### config.mk
export PLATFORM = sky130hd
export DESIGN_NAME = packet_fragment_framer_flat
export DESIGN_NICKNAME = d
export VERILOG_FILES = /design/src/rtl/core/pff_pkg.sv /design/src/rtl/core/pff_in_if.sv /design/src/rtl/core/pff_out_if.sv /design/src/rtl/core/pff_ram.sv /design/src/rtl/core/pff_emit.sv /design/src/rtl/core/packet_fragment_framer.sv /design/src/flat_wrapper.sv
export SDC_FILE = /design/constraint.sdc
export NUM_CORES = 1
export LEC_CHECK = 0
export BUFFER_PORTS_ARGS = -buffer_cell sky130_fd_sc_hd__buf_2
export CAP_MARGIN = 10
export CORE_MARGIN = 4
export CORE_UTILIZATION = 55
export CTS_BUF_LIST = sky130_fd_sc_hd__clkbuf_4 sky130_fd_sc_hd__clkbuf_8
export DETAILED_ROUTE_END_ITERATION = 16
export PLACE_DENSITY = 0.71
export SKIP_LAST_GASP = 1
export SLEW_MARGIN = 40
export SYNTH_ARGS = -nofsm -noshare
export SYNTH_HDL_FRONTEND = slang
export SYNTH_SLANG_ARGS = --single-unit
### constraint.sdc
create_clock -name clk -period 7.1 [get_ports clk]
set_clock_uncertainty 0.2 [all_clocks]
set_input_delay 1.775 -clock clk [delete_from_list [all_inputs] [get_ports clk]]
set_output_delay 1.775 -clock clk [all_outputs]
set_load 0.005 [all_outputs]
### src/rtl/core/pff_pkg.sv
// Shared types and constants for the packet fragment framer.
package pff_pkg;

  localparam int FRAME_BYTES  = 92;
  localparam int FULL_PAYLOAD = 90;
  localparam int MID_END      = 87;
  localparam int PAD_POS      = 88;
  localparam int MARK_POS     = 3;
  localparam int LEN_POS      = 2;

  localparam logic [7:0] MARK_FIRST = 8'haa;
  localparam logic [7:0] MARK_LATER = 8'h0f;
  localparam logic [7:0] MARK_FINAL = 8'hf0;
  localparam logic [7:0] PAD_BYTE   = 8'h00;

  typedef logic [7:0]  byte_t;
  typedef logic [31:0] word_t;
  typedef logic [6:0]  pos_t;
  typedef logic [$clog2(FULL_PAYLOAD)-1:0] addr_t;

  typedef struct packed {
    logic  valid;
    logic  final_frm;
    logic  run_end;
    pos_t  len;
    byte_t marker;
  } frame_req_t;

  typedef enum logic [1:0] {
    ES_IDLE,
    ES_READ,
    ES_LAND,
    ES_HOLD
  } eng_state_t;

endpackage

### src/rtl/core/pff_in_if.sv
// Byte input channel: valid/ready handshake with data byte and last flag.
interface pff_in_if import pff_pkg::*; ();
  logic  valid;
  logic  ready;
  byte_t data_byte;
  logic  last_byte;

  modport source (output valid, output data_byte, output last_byte, input ready);
  modport sink (input valid, input data_byte, input last_byte, output ready);
endinterface

### src/rtl/core/pff_out_if.sv
// Frame word output channel: valid/ready handshake with word and end flags.
interface pff_out_if import pff_pkg::*; ();
  logic  valid;
  logic  ready;
  word_t frame_word;
  logic  frame_end;
  logic  packet_end;
  logic  run_last;

  modport source (output valid, output frame_word, output frame_end, output packet_end,
                  output run_last, input ready);
  modport sink (input valid, input frame_word, input frame_end, input packet_end,
                input run_last, output ready);
endinterface

### src/rtl/core/pff_ram.sv
// Generic simple dual-port RAM with registered read data.
module pff_ram #(
  parameter int WIDTH = 8,
  parameter int DEPTH = 90
) (
  input  logic                     clk,
  input  logic                     wr_en,
  input  logic [$clog2(DEPTH)-1:0] wr_addr,
  input  logic [WIDTH-1:0]         wr_data,
  input  logic [$clog2(DEPTH)-1:0] rd_addr,
  output logic [WIDTH-1:0]         rd_data
);

  logic [WIDTH-1:0] mem [DEPTH];

  always_ff @(posedge clk) begin
    if (wr_en) begin
      mem[wr_addr] <= wr_data;
    end
    rd_data <= mem[rd_addr];
  end

endmodule

### src/rtl/core/pff_emit.sv
// Frame emitter: reads the fragment store byte by byte and sends 23 frame words.
module pff_emit import pff_pkg::*; (
  input  logic        clk,
  input  logic        rst_n,
  input  frame_req_t  req,
  output logic        busy,
  output addr_t       rd_addr,
  input  byte_t       rd_data,
  pff_out_if.source   out_chan
);

  eng_state_t state_r, state_nxt;
  pos_t       pos_r, pos_nxt;
  pos_t       len_r;
  logic       final_r;
  logic       run_end_r;
  byte_t      marker_r;

  logic       land_mem_r;
  byte_t      land_const_r;
  logic [1:0] land_lane_r;
  logic       land_v_r;
  logic [23:0] word_r;

  logic       out_valid_r, out_valid_nxt;
  word_t      out_word_r;
  logic       out_fend_r, out_pend_r, out_rlast_r;
  logic       load_out;

  logic [1:0] off;
  pos_t       idx;
  logic       src_mem;
  byte_t      const_byte;
  byte_t      land_byte;
  logic       tail;

  always_comb begin
    if (final_r) begin
      if (pos_r <= pos_t'(1))            off = 2'd0;
      else if (pos_r <= pos_t'(MID_END)) off = 2'd2;
      else                               off = 2'd3;
    end else begin
      if (pos_r <= pos_t'(2))            off = 2'd0;
      else if (pos_r <= pos_t'(MID_END)) off = 2'd1;
      else                               off = 2'd2;
    end
    idx = pos_r - {5'd0, off};
    src_mem = (pos_r != pos_t'(MARK_POS)) && !(final_r && pos_r == pos_t'(LEN_POS)) &&
              (pos_r != pos_t'(PAD_POS)) && (idx < len_r);
    if (pos_r == pos_t'(MARK_POS))                 const_byte = marker_r;
    else if (final_r && pos_r == pos_t'(LEN_POS))  const_byte = {1'b0, len_r};
    else                                           const_byte = PAD_BYTE;
  end

  assign rd_addr   = addr_t'(idx);
  assign land_byte = land_mem_r ? rd_data : land_const_r;
  assign tail      = (pos_r == pos_t'(FRAME_BYTES));
  assign busy      = (state_r != ES_IDLE);

  always_comb begin
    state_nxt     = state_r;
    pos_nxt       = pos_r;
    out_valid_nxt = out_valid_r;
    load_out      = 1'b0;
    case (state_r)
      ES_IDLE: begin
        if (req.valid) begin
          state_nxt = ES_READ;
          pos_nxt   = '0;
        end
      end
      ES_READ: begin
        pos_nxt = pos_r + pos_t'(1);
        if (pos_r[1:0] == 2'd3) begin
          state_nxt = ES_LAND;
        end
      end
      ES_LAND: begin
        load_out      = 1'b1;
        out_valid_nxt = 1'b1;
        state_nxt     = ES_HOLD;
      end
      ES_HOLD: begin
        if (out_chan.ready) begin
          out_valid_nxt = 1'b0;
          state_nxt     = tail ? ES_IDLE : ES_READ;
        end
      end
      default: state_nxt = ES_IDLE;
    endcase
  end

  always_ff @(posedge clk) begin
    if (!rst_n) begin
      state_r     <= ES_IDLE;
      out_valid_r <= 1'b0;
      land_v_r    <= 1'b0;
    end else begin
      state_r     <= state_nxt;
      out_valid_r <= out_valid_nxt;
      land_v_r    <= (state_r == ES_READ);
    end
  end

  always_ff @(posedge clk) begin
    pos_r        <= pos_nxt;
    land_mem_r   <= src_mem;
    land_const_r <= const_byte;
    land_lane_r  <= pos_r[1:0];
    if (state_r == ES_IDLE && req.valid) begin
      len_r     <= req.len;
      final_r   <= req.final_frm;
      run_end_r <= req.run_end;
      marker_r  <= req.marker;
    end
    if (land_v_r) begin
      case (land_lane_r)
        2'd0:    word_r[7:0]   <= land_byte;
        2'd1:    word_r[15:8]  <= land_byte;
        2'd2:    word_r[23:16] <= land_byte;
        default: word_r        <= word_r;
      endcase
    end
    if (load_out) begin
      out_word_r  <= {land_byte, word_r};
      out_fend_r  <= tail;
      out_pend_r  <= tail && final_r;
      out_rlast_r <= tail && run_end_r;
    end
  end

  assign out_chan.valid      = out_valid_r;
  assign out_chan.frame_word = out_word_r;
  assign out_chan.frame_end  = out_fend_r;
  assign out_chan.packet_end = out_pend_r;
  assign out_chan.run_last   = out_rlast_r;

endmodule

### src/rtl/core/packet_fragment_framer.sv
// Packet fragment framer top level: byte intake, fragment store and frame emitter.
//
// Usage: packet bytes enter on in_chan, one per handshake, with last_byte set on
// the final byte of a packet. Frames of 23 little-endian 32-bit words leave on
// out_chan. A full frame (90 packet bytes) is sent after its 90th byte; a final
// frame (marker 0xF0, length byte) is sent after the byte with last_byte set, and
// follows a full frame in the same run when the packet length is a multiple of 90.
// Bytes are accepted one per cycle while no frame is being sent. A frame is read
// from the fragment RAM one byte per cycle while the emitter reads; each word
// takes 4 reads, a merge step and one output handshake, and the next reads
// wait for that handshake. in_chan.ready stays low until every word of the run
// is taken. When the receiver holds ready low, the current word is held on
// out_chan and the emitter waits. Reset clears the fill count, selects the first
// frame marker and empties the output; store contents are not cleared.
module packet_fragment_framer import pff_pkg::*; (
  input logic        clk,
  input logic        rst_n,
  pff_in_if.sink     in_chan,
  pff_out_if.source  out_chan
);

  pos_t       fill_r, fill_nxt;
  logic       first_r, first_nxt;
  logic       pend_r, pend_nxt;
  frame_req_t req_r, req_nxt;
  logic       eng_busy;
  logic       accept;
  pos_t       cnt;
  addr_t      rd_addr;
  byte_t      rd_data;

  assign in_chan.ready = !eng_busy && !pend_r && !req_r.valid;
  assign accept        = in_chan.valid && in_chan.ready;
  assign cnt           = fill_r + pos_t'(1);

  always_comb begin
    fill_nxt  = fill_r;
    first_nxt = first_r;
    pend_nxt  = pend_r;
    req_nxt   = '0;
    if (accept) begin
      if (cnt == pos_t'(FULL_PAYLOAD)) begin
        req_nxt.valid     = 1'b1;
        req_nxt.final_frm = 1'b0;
        req_nxt.run_end   = !in_chan.last_byte;
        req_nxt.len       = pos_t'(FULL_PAYLOAD);
        req_nxt.marker    = first_r ? MARK_FIRST : MARK_LATER;
        fill_nxt          = '0;
        first_nxt         = 1'b0;
        pend_nxt          = in_chan.last_byte;
      end else if (in_chan.last_byte) begin
        req_nxt.valid     = 1'b1;
        req_nxt.final_frm = 1'b1;
        req_nxt.run_end   = 1'b1;
        req_nxt.len       = cnt;
        req_nxt.marker    = MARK_FINAL;
        fill_nxt          = '0;
        first_nxt         = 1'b1;
      end else begin
        fill_nxt = cnt;
      end
    end else if (pend_r && !eng_busy && !req_r.valid) begin
      req_nxt.valid     = 1'b1;
      req_nxt.final_frm = 1'b1;
      req_nxt.run_end   = 1'b1;
      req_nxt.len       = '0;
      req_nxt.marker    = MARK_FINAL;
      pend_nxt          = 1'b0;
      first_nxt         = 1'b1;
    end
  end

  always_ff @(posedge clk) begin
    if (!rst_n) begin
      fill_r  <= '0;
      first_r <= 1'b1;
      pend_r  <= 1'b0;
      req_r   <= '0;
    end else begin
      fill_r  <= fill_nxt;
      first_r <= first_nxt;
      pend_r  <= pend_nxt;
      req_r   <= req_nxt;
    end
  end

  pff_ram #(
    .WIDTH (8),
    .DEPTH (FULL_PAYLOAD)
  ) u_store (
    .clk     (clk),
    .wr_en   (accept),
    .wr_addr (addr_t'(fill_r)),
    .wr_data (in_chan.data_byte),
    .rd_addr (rd_addr),
    .rd_data (rd_data)
  );

  pff_emit u_emit (
    .clk      (clk),
    .rst_n    (rst_n),
    .req      (req_r),
    .busy     (eng_busy),
    .rd_addr  (rd_addr),
    .rd_data  (rd_data),
    .out_chan (out_chan)
  );

endmodule
### src/flat_wrapper.sv
// flat-port wrapper written by rule: the top's interface ports become plain ports
module packet_fragment_framer_flat import pff_pkg::*;
  (clk, rst_n, in_chan_valid, in_chan_data_byte, in_chan_last_byte, in_chan_ready, out_chan_valid, out_chan_frame_word, out_chan_frame_end, out_chan_packet_end, out_chan_run_last, out_chan_ready);
  pff_in_if in_chan_i ();
  pff_out_if out_chan_i ();
  input logic clk;
  input logic rst_n;
  input wire logic [$bits(in_chan_i.valid)-1:0] in_chan_valid;
  input wire logic [$bits(in_chan_i.data_byte)-1:0] in_chan_data_byte;
  input wire logic [$bits(in_chan_i.last_byte)-1:0] in_chan_last_byte;
  output wire logic [$bits(in_chan_i.ready)-1:0] in_chan_ready;
  output wire logic [$bits(out_chan_i.valid)-1:0] out_chan_valid;
  output wire logic [$bits(out_chan_i.frame_word)-1:0] out_chan_frame_word;
  output wire logic [$bits(out_chan_i.frame_end)-1:0] out_chan_frame_end;
  output wire logic [$bits(out_chan_i.packet_end)-1:0] out_chan_packet_end;
  output wire logic [$bits(out_chan_i.run_last)-1:0] out_chan_run_last;
  input wire logic [$bits(out_chan_i.ready)-1:0] out_chan_ready;
  assign in_chan_i.valid = in_chan_valid;
  assign in_chan_i.data_byte = in_chan_data_byte;
  assign in_chan_i.last_byte = in_chan_last_byte;
  assign in_chan_ready = in_chan_i.ready;
  assign out_chan_valid = out_chan_i.valid;
  assign out_chan_frame_word = out_chan_i.frame_word;
  assign out_chan_frame_end = out_chan_i.frame_end;
  assign out_chan_packet_end = out_chan_i.packet_end;
  assign out_chan_run_last = out_chan_i.run_last;
  assign out_chan_i.ready = out_chan_ready;
  packet_fragment_framer u_core (.clk(clk), .rst_n(rst_n), .in_chan(in_chan_i), .out_chan(out_chan_i));
endmodule
# --- After elaboration in Yosys (flattened, before gate mapping) ---
# Memories as Yosys holds them, arrays and structs flattened. A register that Yosys moved wholly into a read port is not among the register bits.
# Index checks and enable logic that the tools add are counted.
word_totals:
  n_memories: 1
  out_inout_bits: 37
  ram_bits: 720
  ff_bits: 125
  in_bits: 13
classes:
  n_eq_ne: 17
  addsub: 3
  n_reduce_logical: 31
  magnitude_cmp: 4
  mux: 34
mem_list:
  columns: ["memory", "depth", "word_bits", "read_ports", "rd_ports_with_merged_regs", "write_ports", "line_no", "rtl"]
  rows:
  - ["u_core.u_store.mem", 90, 8, 1, 1, 1, "pff_ram.sv:14", "logic [WIDTH-1:0] mem [DEPTH];"]
op_table:
  columns: ["operator", "n"]
  rows:
  - ["18-bit two-way mux", 4]
  - ["7-bit two-way mux", 4]
  - ["8-bit two-way mux", 3]
  - ["7-bit by 1-bit adder with 7-bit output (second input constant)", 2]
  - ["7-bit by 2-bit equality test with 1-bit output (second input constant)", 2]
  - ["7-bit equality test (second input constant)", 2]
  - ["2-bit two-way mux", 7]
  - ["7-bit one-hot mux with 2 select lines", 1]
  - ["2-bit AND reduction", 7]
  - ["1-bit two-way mux", 13]
  - ["1-bit logical AND", 12]
  - ["2-bit equality test (second input constant)", 4]
  - ["2-bit one-hot mux with 4 select lines", 1]
  - ["2-bit nonzero test", 4]
  - ["7-bit by 1-bit <= comparator with 1-bit output (second input constant)", 1]
  - ["7-bit by 2-bit <= comparator with 1-bit output (second input constant)", 1]
  - ["7-bit <= comparator (second input constant)", 1]
  - ["7-bit less-than comparator", 1]
  - ["7-bit by 2-bit inequality test with 1-bit output (second input constant)", 1]
  - ["7-bit inequality test (second input constant)", 1]
  - ["7-bit by 2-bit subtractor with 7-bit output", 1]
  - ["2-bit inequality test (second input constant)", 3]
  - ["1-bit zero test", 5]
  - ["2-bit by 1-bit equality test with 1-bit output (second input constant)", 2]
  - ["other kinds (5)", 6]

# --- Logic depth before layout (Yosys ltp) ---
# Gate-level depths: netlist (run 1).
depth:
  ltp_word: 7
  ltp_mapped: 23
  depth_no_buf: 18

# --- Modules after synthesis ---
# A second synthesis (run 1) with hierarchy kept.
unflattened:
  cells_unflattened: 1722
  area_unflattened_um2: 33510.9
by_module_without_submodules:
  columns: ["mod", "cells_per_inst", "n_inst", "area_each_um2", "seq_area_each_um2"]
  rows:
  - ["pff_ram", 1357, 1, 28597.4, 21780.9]
  - ["pff_emit", 245, 1, 3848.7, 2792.7]
  - ["packet_fragment_framer", 120, 1, 1064.8, 440.4]

# --- Least setup slack after synthesis (run 1) ---
# OpenSTA, ideal clock, no wires.
synth_path:
  path_type: "register to register"
  from: "reg u_core.u_emit.pos_r[1]"
  to: "reg u_core.u_store.rd_data[3], read port of u_core.u_store.mem"
  path_slack_ps: 2586
  setup_ps: 122
  synth_period_minus_slack_ps: 4514
  path_stages_with_launch: 19
  n_path_buf: 4
  arrival_ps: 4192
  path_cell_list: "edfxtp_1 > ha_1 > clkbuf_1 > a21oi_1 > o21a_1 > o21ai_0 > nand2_1 > o21ai_0 > ha_1 > inv_1 > fa_1 > clkbuf_1 > buf_2 > buf_1 > mux4_2 > mux4_2 > nand2_1 > nand2_1 > a221o_1"
synth_via:
  elab_chain_len: 5
  word_cells_on_any_way: 9
  cone_classes: "add/sub (1); order compare (3); mux (5)"
synth_lines:
  columns: ["item", "line_no", "rtl"]
  rows:
  - ["start, declared", "pff_emit.sv:13", "pos_t pos_r, pos_nxt;"]
  - ["start signal, assigned", "pff_emit.sv:106", "pos_r <= pos_nxt;"]
  - ["7-bit <= comparator", "pff_emit.sv:40, pff_emit.sv:44", null]
  - ["2-bit two-way mux / 1-bit two-way mux (equally long branches)", "pff_emit.sv:44, pff_emit.sv:40", null]
  - ["2-bit two-way mux (on tied branches)", "pff_emit.sv:43, pff_emit.sv:39", null]
  - ["2-bit two-way mux", "pff_emit.sv:38", "if (final_r) begin"]
  - ["7-bit by 2-bit subtractor with 7-bit output (*)", "pff_emit.sv:47", "idx = pos_r - {5'd0, off};"]
  - ["end, declared", "pff_ram.sv:11", "output logic [WIDTH-1:0] rd_data"]
# Every way passes the cells marked *; elsewhere a longest branch is shown, timed or not.
# A chain may end at the register's enable or synchronous reset.

# --- Final worst setup path (run 1) ---
layout_path:
  from: "reg u_core.u_emit.pos_r[2]"
  to: "reg u_core.u_store.rd_data[3], read port of u_core.u_store.mem"
# The elaborated chain is that of the path after synthesis.

==> flow_summary.ini, run 1 <==
[grt]
grt_start_max_net_pins = 91
track_usage = 0.225
grt_pass1_wl_um = 105000
antenna_found_initial = 0
first_global_vias = 16400
overflow = 0

[final_layout]
utilization = 0.624
area_delta_synth_final_pct = 12.5
nets = 1794
n_antenna_cell = 0
layout_common_cells = edfxtp_1, mux4_2, clkbuf_8
layout_commonest_cell = edfxtp_1
drive_above_1_share = 0.298

[synthesis]
avgSynthCellArea_um2 = 20.2
async_reset_ff_frac = 0
seq_area_frac_synth = 0.761
synthCells = 1622
yosys_register_bits = 843
synth_top_area_frac = 0.733
synth_flop_cell = edfxtp_1
ys_top_cells_by_area = edfxtp_1, mux4_2, dfxtp_1, nor2_1, nand2_1
synthesis.nets = 1656
synth.largest_area_cell = edfxtp_1
syn_area_um2 = 32700
ys_types = 49
synth_edf_count = 798
yosysWarnings = 0

[detailed_routing]
wl_per_cell_um = 26.6
drt-total-wl_um = 70000
first_pass_iters = 6
met3WireLength_um = 6220
avgViaCountPerCell = 6.10
highest_layer = met4
m1WireLength_um = 28200
vias = 16100
ant_nets = 0
first_iter_violations = 1664
drc = 0
wl_met2_um = 34000

[power_and_ir_drop]
p_per_area_nw_per_um2 = 347
p_leak_nw = 11.8
ir_drop_v = 0.000201

[cts]
cts_resized = 0
path_clk_slew_ns = 0.06
cts_buffers = 135
ctsHoldBuffers = 0
htreeDepth = 4
cts_sinks = 843
cts_setup_buffers = 0
cts_buffer_depth = 3
clockRootBuffer = clkbuf_8
insertion_delay_ns = 0.76
cts_tree = done

[die]
die-area_um2 = 63400
die_width_um = 252
start_util = 0.555
io_pins = 50
die_h_um = 252
core.rowCount = 89
coreArea_um2 = 58900

[worst_setup_path]
worstSetupEndpointType = flip-flop
reg2reg_depth = 16
path_class = reg2reg
start_kind = flip-flop
rr_startpoint = u_core.u_emit.pos_r[2]$_SDFFCE_PN0P_
crit_fanout = 33
required_ns = 7.55
worst-r2r-setup-slack_ns = 1.53
cp.arrival_ns = 6.03
timing.rr.end = u_core.u_store.rd_data[3]$_DFF_P_

[sta]
hold_viol = 0
fin_crit_sh = 0.785
maxSlewHeadroom = 0.405
tightest_slew_ns = 0.889
setup_viol = 0
slew_viol_final = 0
clock.fmax_mhz = 179
tns_ns = 0
timing.final.crit_period_ns = 5.57
rsz0062_at_grt = no

[hold_path]
hold_depth = 0
hold_end = u_core.u_emit.len_r[3]$_DFFE_PP_
hp-class = reg2reg
hp-start = u_core.req_r[11]$_SDFF_PN0_

[place]
hpwlAfterDp_um = 42100
gp_congestion = 0.847
port_buffers = 49

[run]
drv_cap = 0

[status]
status = finished, final reports clean
## worst max path at each step
stage,from,to,slack (ns),cells after the start
after floorplan,u_core.u_emit.pos_r[1]$_SDFFCE_PN0P_,u_core.u_store.rd_data[3]$_DFF_P_,2.59,18
after global placement,u_core.u_emit.pos_r[1]$_SDFFCE_PN0P_,u_core.u_store.rd_data[6]$_DFF_P_,1.38,16
after detailed placement,u_core.u_emit.pos_r[2]$_SDFFCE_PN0P_,u_core.u_store.rd_data[3]$_DFF_P_,1.63,16
after CTS,u_core.u_emit.pos_r[2]$_SDFFCE_PN0P_,u_core.u_store.rd_data[3]$_DFF_P_,1.56,16
after global routing,u_core.u_emit.pos_r[2]$_SDFFCE_PN0P_,u_core.u_store.rd_data[3]$_DFF_P_,1.07,16
final,u_core.u_emit.pos_r[2]$_SDFFCE_PN0P_,u_core.u_store.rd_data[3]$_DFF_P_,1.53,16
## cells by family (layout without fill, tap and decap cells)
kind of cell    after synthesis  in the layout  synth area share
compound gates              106            106            0.0199
xor+xnor                     14             14           0.00456
fa+ha+maj                    21             21           0.00827
buf+inv                     102            341            0.0144
flops                       843            843             0.761
mux                         230            230             0.150
simple gates                306            306            0.0420
## where the power goes
part	switching, mW	internal, mW	leakage (nW)
Sequential	0.0853	5.59	7.55
Clock	1.84	2.35	1.43
Combinational	1.56	1.32	2.79
Total	3.48	9.26	11.8
## area by class of cell
class                   count  area, um^2
clock inverters            50         428
fillers                  3907       22100
multi-input cells         677        7510
inverters                  20        77.6
well taps                 773         967
repair buffers             83         626
flip-flops and latches    843       24900
clock buffers             188        2300
## layer usage
| metal | vias to the layer above | GRT usage |
|---|---|---|
| met5 | - | 0 |
| met4 | 0 | 0.0607 |
| met3 | 112 | 0.0603 |
| met2 | 770 | 0.351 |
| met1 | 8360 | 0.324 |
| li1 | 6833 | - |
## through the flow
stage	setup WS (ns)	power, mW	cell area, um^2	instances	hold slack [ns]
floorplan	2.59	7.69	32700	1622	0.186
global placement	1.38	8.59	33800	2393	0.191
detailed placement	1.63	8.67	34000	2396	0.189
CTS	1.56	12.8	36700	2634	0.198
global route	1.07	13.2	36800	2634	0.210
finish	1.53	12.7	36800	2634	0.201
## synthesized netlist by cell type (all sizes together) (2+ instances only)
library cell	instances
a2111oi	7
a211oi	14
a21boi	3
a21oi	47
a311oi	2
a31oi	3
and2	15
and3	11
buf	45
clkbuf	37
dfxtp	45
edfxtp	798
ha	20
inv	20
mux2	9
mux2i	14
mux4	207
nand2	82
nand2b	5
nand3	15
nor2	128
nor2b	30
nor3	10
nor3b	2
o21a	7
o21ai	16
o22ai	2
or3	3
xnor2	9
xor2	5
## worst max-delay path, cell delays in order, from the launching register on
cell      delay (ns)
edfxtp_1        0.74
nand3_1         0.27
a21oi_1         0.22
o21a_1          0.12
o21ai_0         0.11
o21ai_0         0.32
ha_4            0.18
inv_1           0.05
fa_4            0.56
nor3_1          0.44
xnor2_4         0.27
buf_8           0.24
inv_2           0.54
mux4_2          0.65
a21oi_1         0.17
nor2_1          0.06
a221o_1         0.28
## registers in the layout, summed over array words and instances (netlist names), 2 cells and up
signal and flops:
u_core.u_emit.word_r 24, u_core.u_emit.pos_r 7, u_core.u_emit.out_chan.frame_word 32, u_core.u_store.mem 720, u_core.fill_r 7, u_core.u_emit.len_r 7, u_core.u_emit.state_r 2, u_core.req_r 13
u_core.u_emit.land_lane_r 2, u_core.u_store.rd_data 8, u_core.u_emit.land_const_r 8, u_core.u_emit.marker_r 4
No activity file was read; power rests on OpenSTA's default activity.
==> run 2: changes to the inputs <==
==> constraint.sdc (replaced) <==
create_clock -name clk -period 5.8 [get_ports clk]
set_clock_uncertainty 0.2 [all_clocks]
set_input_delay 1.45 -clock clk [delete_from_list [all_inputs] [get_ports clk]]
set_output_delay 1.45 -clock clk [all_outputs]
set_load 0.005 [all_outputs]
==> flow_summary.ini, run 2 (synthesis gave the netlist of run 1 again) <==
[status]
status = finished, final reports clean

[grt]
antenna_found_initial = 0
grt_start_max_net_pins = 91
grt_pass1_wl_um = 108000
overflow = 0
first_global_vias = 16600
track_usage = 0.232

[cts]
insertion_delay_ns = 0.79
cts_tree = done
cts_setup_buffers = 0
ctsHoldBuffers = 0
cts_sinks = 843
cts_buffer_depth = 3
clockRootBuffer = clkbuf_8
htreeDepth = 4
cts_resized = 0
cts_buffers = 135
path_clk_slew_ns = 0.06

[detailed_routing]
drt-total-wl_um = 72100
vias = 16200
ant_nets = 0
wl_per_cell_um = 27.3
avgViaCountPerCell = 6.15
drc = 0
first_pass_iters = 5
first_iter_violations = 1764

[final_layout]
top_register = u_core.u_store.mem
n_antenna_cell = 0
layout_commonest_cell = edfxtp_1
area_delta_synth_final_pct = 12.2
layout_common_cells = edfxtp_1, mux4_2, clkbuf_8
utilization = 0.623
nets = 1806
nFillCells = 3941
seqCellArea_um2 = 24900
multi_input_area_um2 = 7490
largest_reg_flops = 720
layout.cells.non_filler = 2642
drive_above_1_share = 0.306

[die]
start_util = 0.555
die-area_um2 = 63400
coreArea_um2 = 58900
die_h_um = 252
core.rowCount = 89
die_width_um = 252
io_pins = 50

[sta]
timing.final.crit_period_ns = 5.42
fin_crit_sh = 0.935
rsz0062_at_grt = no
holdWs_ns = 0.187
slew_viol_final = 0
setup_viol = 0
tns_ns = 0
hold_viol = 0
clock.fmax_mhz = 184
tightest_slew_ns = 0.869
maxSlewHeadroom = 0.420

[power_and_ir_drop]
p_per_area_nw_per_um2 = 418
ir_drop_v = 0.000275
p_leak_nw = 11.8

[place]
hpwlAfterDp_um = 43600
dp.cells = 2408
port_buffers = 49
gp_congestion = 0.903

[worst_setup_path]
required_ns = 6.21
crit_fanout = 22
start_kind = flip-flop
worst-r2r-setup-slack_ns = 0.38
worstSetupEndpointType = flip-flop
path_class = reg2reg
cp.arrival_ns = 5.84

[hold_path]
hp-class = reg2reg

[run]
drv_cap = 0
[run 2: cell types whose count changed in the layout (fill, tap and decap cells not counted), moves of 6 or more]
cell	change
buf_6	-7
buf_2	-6
nor2_2	+12
bufinv_16	-6
buf_4	+24
nor2_1	-12
[run 2: final timing paths]
path / start / to / depth (start not counted)
max reg2reg: u_core.u_emit.pos_r[1]$_SDFFCE_PN0P_ / u_core.u_store.rd_data[7]$_DFF_P_ / 17
min reg2reg: u_core.req_r[8]$_SDFF_PP0_ / u_core.u_emit.len_r[0]$_DFFE_PP_ / 0
min: u_core.req_r[8]$_SDFF_PP0_ / u_core.u_emit.len_r[0]$_DFFE_PP_ / 0
max: u_core.u_emit.pos_r[1]$_SDFFCE_PN0P_ / u_core.u_store.rd_data[7]$_DFF_P_ / 17
[run 2: final cells by class]
class | instances | share of cell area
sequential | 843 | 0.678
clock buffer | 192 | 0.0635
timing repair buffer | 95 | 0.0197
tap | 773 | 0.0264
multi-input combinational | 677 | 0.204
inverter | 20 | 0.00211
clock inverter | 42 | 0.00645
[run 2: through the flow]
stage / total power [mW] / setup slack (ns) / area, um^2
finish: 15.3 / 0.377 / 36700
global route: 15.9 / 0.149 / 36700
CTS: 15.4 / 0.417 / 36600
detailed placement: 10.6 / 0.450 / 34000
global placement: 10.5 / 0.381 / 34000
floorplan: 9.41 / 1.29 / 32700
[run 2: report_power, final]
group          internal (mW)  leakage [nW]  total, mW  switching [mW]
sequential              6.84          7.55       6.95           0.104
combinational           1.61          2.85       3.52            1.91
clock                   2.63          1.37       4.87            2.24
[run 2: worst max-delay path, cell delays in order, from the launching register on]
cell       delay (ns)
edfxtp_1         0.52
ha_1             0.44
a21oi_1          0.12
o21a_1           0.18
o21ai_0          0.23
nand2_1          0.08
o21ai_0          0.15
ha_4             0.19
inv_1            0.05
fa_4             0.96
buf_12           0.23
buf_4            0.23
buf_4            0.25
mux4_2           0.34
nand2_1          0.08
a21oi_1          0.13
a2111oi_0        0.73
a211oi_1         0.10
[run 2: routing by layer]
metal  wire length [um]  share of wire  GRT usage
met1              28900           0.40      0.322
met2              35700           0.49      0.371
met3               5940          0.082     0.0621
met4               1640          0.023     0.0700
met5                  0              0          0
